--- src/sv/lzssd_pkg.sv ---
// lzssd_pkg: shared types and constants of the lzss stream decompressor
// no dependencies; imported by lzssd_ctrl, lzssd_dp and the top level
package lzssd_pkg;

  // history window geometry
  localparam int unsigned WIN_AW   = 12;
  localparam logic [WIN_AW-1:0] WP_RESET = 12'd4078;
  localparam logic [7:0]  SPACE_BYTE = 8'h20;

  // copy length is the low nibble plus this bias
  localparam logic [4:0]  LEN_BIAS = 5'd3;
  localparam int unsigned LEN_W    = 5;

  // flag register marker
  localparam logic [8:0]  FLAG_MARK = 9'h100;

  // what an accepted byte asks the datapath to do
  typedef enum logic [1:0] {
    K_NONE = 2'd0,
    K_LIT  = 2'd1,
    K_COPY = 2'd2
  } kind_t;

  // controller to datapath commands
  typedef struct packed {
    logic accept;
    logic emit_lit;
    logic rd_issue;
    logic emit_copy;
    logic finish;
  } dp_cmd_t;

  // datapath to controller status
  typedef struct packed {
    kind_t kind;
    logic  copy_end;
    logic  out_free;
  } dp_stat_t;

endpackage

--- src/sv/lzssd_ctrl.sv ---
// lzssd_ctrl: sequencing state machine of the lzss stream decompressor
// depends on lzssd_pkg for the command and status structs
module lzssd_ctrl
  import lzssd_pkg::*;
(
  input  logic     clk,
  input  logic     rst_n,
  input  logic     in_valid,
  output logic     in_ready,
  input  dp_stat_t stat,
  output dp_cmd_t  cmd
);

  typedef enum logic [3:0] {
    S_IDLE = 4'b0001,
    S_LIT  = 4'b0010,
    S_READ = 4'b0100,
    S_EMIT = 4'b1000
  } state_t;

  state_t state_r, state_nxt;

  // next state and commands
  always_comb begin
    state_nxt = state_r;
    cmd       = '0;
    in_ready  = 1'b0;
    unique case (state_r)
      S_IDLE: begin
        in_ready = 1'b1;
        if (in_valid) begin
          cmd.accept = 1'b1;
          case (stat.kind)
            K_LIT:   state_nxt = S_LIT;
            K_COPY:  state_nxt = S_READ;
            default: state_nxt = S_IDLE;
          endcase
        end
      end
      S_LIT: begin
        if (stat.out_free) begin
          cmd.emit_lit = 1'b1;
          cmd.finish   = 1'b1;
          state_nxt    = S_IDLE;
        end
      end
      S_READ: begin
        cmd.rd_issue = 1'b1;
        state_nxt    = S_EMIT;
      end
      S_EMIT: begin
        if (stat.out_free) begin
          cmd.emit_copy = 1'b1;
          if (stat.copy_end) begin
            cmd.finish = 1'b1;
            state_nxt  = S_IDLE;
          end else begin
            state_nxt = S_READ;
          end
        end
      end
      default: state_nxt = S_IDLE;
    endcase
  end

  // state register
  always_ff @(posedge clk) begin
    if (!rst_n) begin
      state_r <= S_IDLE;
    end else begin
      state_r <= state_nxt;
    end
  end

endmodule

--- config.mk ---
export PLATFORM = sky130hd
export DESIGN_NAME = lzssd_ctrl
export DESIGN_NICKNAME = d
export VERILOG_FILES = /design/src/sv/lzssd_pkg.sv /design/src/sv/lzssd_ctrl.sv
export SDC_FILE = /design/constraint.sdc
export NUM_CORES = 1
export LEC_CHECK = 0
export BUFFER_PORTS_ARGS = -buffer_cell sky130_fd_sc_hd__buf_2
export CAP_MARGIN = 30
export CELL_PAD_IN_SITES_DETAIL_PLACEMENT = 1
export CELL_PAD_IN_SITES_GLOBAL_PLACEMENT = 2
export CORE_AREA = 2 2 39 41
export CTS_CLUSTER_SIZE = 14
export DETAILED_ROUTE_END_ITERATION = 8
export DIE_AREA = 0 0 41 43
export PLACE_DENSITY = 0.71
export SYNTH_ARGS = -nofsm -noshare
export SYNTH_HDL_FRONTEND = slang
export SYNTH_SLANG_ARGS = --single-unit
--- constraint.sdc ---
create_clock -name clk -period 3.15 [get_ports clk]
set_input_delay 0.1575 -clock clk [delete_from_list [all_inputs] [get_ports clk]]
set_output_delay 0.1575 -clock clk [all_outputs]
set_load 0.01 [all_outputs]
==> metrics.md <==
| Metric | Value |
|---|---|
| Hold buffers post-CTS | `0` |
| Buffers on Ports | `12` |
| Postcts setup bufs | `0` |
| Final WL | `roughly 780 um` |
| Post-CTS Resized | `0` |
| Drt first pass iters | `2` |
| Total gr overflow | `0` |
| Fin. max-slew vios | `0` |
| Via density | `roughly 4.8` |
| Leading area contributor after synthesis | `dfxtp_1` |
| Power per cell area | `356 nW/um^2` |
| Biggest registers after layout | `state_r (4)` |
| Drt drc | `0` |
| Maxcap violations | `0` |
| Setup violations, final | `0` |
| # rows | `14` |
| Data required, critical path | `2.99 ns` |
| Sequential area share after synthesis | `24.4%` |
| Maximum VDD drop | `0.0795 mV` |
| Critical path buffers and inverters | `1` |
| Sum of negative setup slack | `0 ns` |
| Final hold violations | `0` |
| Worst path arrival time | `1.45 ns` |
| CTS sink count | `4` |
| Reg with most FFs | `state_r` |
| Clk Latency, worst-skew pair | `0.23 ns` |
| Final net count | `64` |
| Slowest CP cell | `nor4b_1` |
| H-tree Lvls | `1` |
| Crit-path max FO | `10` |
| Syn Inst Count | `38` |
| CP delay by family, top | `simple AND/OR/NAND/NOR gates` |
| CTS tree | `yes` |
| Synth cell types | `22` |
| Static Leakage | `0.234 nW` |
| CTS Buffer Depth | `2` |
| Critical path cell sequence | `nor4b_1, and2_1, a21o_1, buf_2` |
| Normalized max-slew margin | `73.0%` |
| Vias in the first global route | `about 330` |
| Total track usage | `11.4%` |
| Post-synth top area share | `24.4%` |
| Layout cells sized above 1 | `between 30% and 40%` |
| Root Buffer | `clkbuf_4` |
| I/O pin count | `13` |
| Placeable core area | `~1400 um^2` |
| Synth warn | `0` |
| Final Util | `a little under a third` |
| Max incr delay on CP | `0.42 ns` |
| Clock Skew | `0.00168 ns` |
| Num CTS Buffers | `3` |
| Netlist Area Pre-Place | `328 um^2` |
| EDFF count, synth | `0` |
| Detailed placer's ending HPWL | `~660 um` |
| Status | `finished clean` |
| GPL Wtd Cong | `0.630` |
| Layout area overhead | `31.3%` |
| Worst-Margin Slew | `0.400 ns` |
| Ant. Diodes | `0` |
| Initial antenna violation count | `0` |
| Synthesized flop and latch total | `4` |
| Ys async rst share | `0%` |
| Vias | `331` |
| Main flop type after synthesis | `dfxtp_1` |
| Max Clk Rate | `623 MHz` |
| Die W | `41 um` |
| Design Power | `153 uW` |
| DR WL/cell | `11.2 um` |
| Die Ht | `between 40 and 50 um` |
| Crit Path Category | `register to primary output` |
| Synthesized net count | `47` |
| Final period util | `50.9%` |
| CP startpoint kind | `register` |
| Max reg flops | `4` |
| Critical path endpoint category | `primary output` |
| Syn_area_per_cell | `8.63 um^2` |
| RSZ-0062 raised after global routing | `no` |
| Tmin final | `1.60 ns` |
| First DRT Iteration DRCs | `2` |
| Initial Utilization | `a little under a quarter` |
| First-pass GRT wire length | `1390 um` |
| Synth top cells by count | `and2_1 (4), dfxtp_1 (4), inv_1 (4), nor2b_1 (3), or4b_1 (3)` |
| Die area | `1760 um^2` |
| Largest net degree at the start of global routing | `11` |
| Hold Crit Class | `input pin to register` |
| Reg clk slew, reported paths | `0.04 ns` |
| Antenna viol nets, final | `0` |
| Synth area leaders | `dfxtp_1 (24%), or4b_1 (9.2%), and2_1 (7.6%)` |
## placed cells by master, fill, tap and decap left out, drive strengths merged
master  instances
buf            12
a21boi          2
ha              2
a211oi          1
a21o            1
nand3           1
nor2b           3
or3b            2
or4b            3
nor4b           2
inv             4
a31oi           1
and3            1
nand3b          1
dfxtp           4
clkbuf          3
a32oi           1
nor2            2
and2            4
o31ai           1
o211a           1
nand2           1
## power breakdown
group | leakage (nW) | total [mW] | internal (mW) | switching [mW]
clock network | 0.0138 | 0.0628 | 0.0426 | 0.0203
registers | 0.0326 | 0.0585 | 0.0535 | 0.00494
logic | 0.188 | 0.0317 | 0.0164 | 0.0153
total | 0.234 | 0.153 | 0.112 | 0.0405
## cell families after synthesis
kind of cell    count (synthesis)  synth area share, %
simple gates                   20                 44.3
compound gates                  8                 19.1
buf+inv                         4                 4.58
flops                           4                 24.4
fa+ha+maj                       2                 7.63
## cell type report
class	count	area, um^2
Fill cell	177	953
Tap cell	16	20.0
Clock buffer	3	22.5
Inverter	4	15.0
Sequential cell	4	80.1
Timing Repair Buffer	12	60.1
Multi-Input combinational cell	30	233
## stage by stage
| stage | instance area (um^2) | setup WS (ns) | instances | hold WS, ns |
|---|---|---|---|---|
| 2_1_floorplan | 328 | 1.90 | 38 | 0.283 |
| 3_3_place_gp | 408 | 1.72 | 66 | 0.437 |
| 3_5_place_dp | 408 | 1.73 | 66 | 0.438 |
| 4_1_cts | 430 | 1.51 | 69 | 0.184 |
| 5_1_grt | 430 | 1.44 | 69 | 0.214 |
| 6_report | 430 | 1.55 | 69 | 0.186 |
## worst paths after layout
kind                                  from         end  slack [ns]  cells past startpoint
worst max-delay path            state_r[3]      cmd[0]        1.55                      4
worst min-delay path                 rst_n  state_r[2]        0.19                      3
worst max register to register  state_r[3]  state_r[0]        1.78                      3
worst min register to register  state_r[0]  state_r[2]        0.60                      2
## worst min-delay path: stages
cell      delay [ns]
buf_2           0.12
nand2_1         0.05
a211oi_1        0.04
## metal layers
layer / GRT usage, % / routed length, um
met1: 15.2 / 360
met2: 16.9 / 378
met3: 0 / 21
met4: 8.00 / 14
met5: 0 / 0
Note: power is estimated with default switching activity, not from simulation.
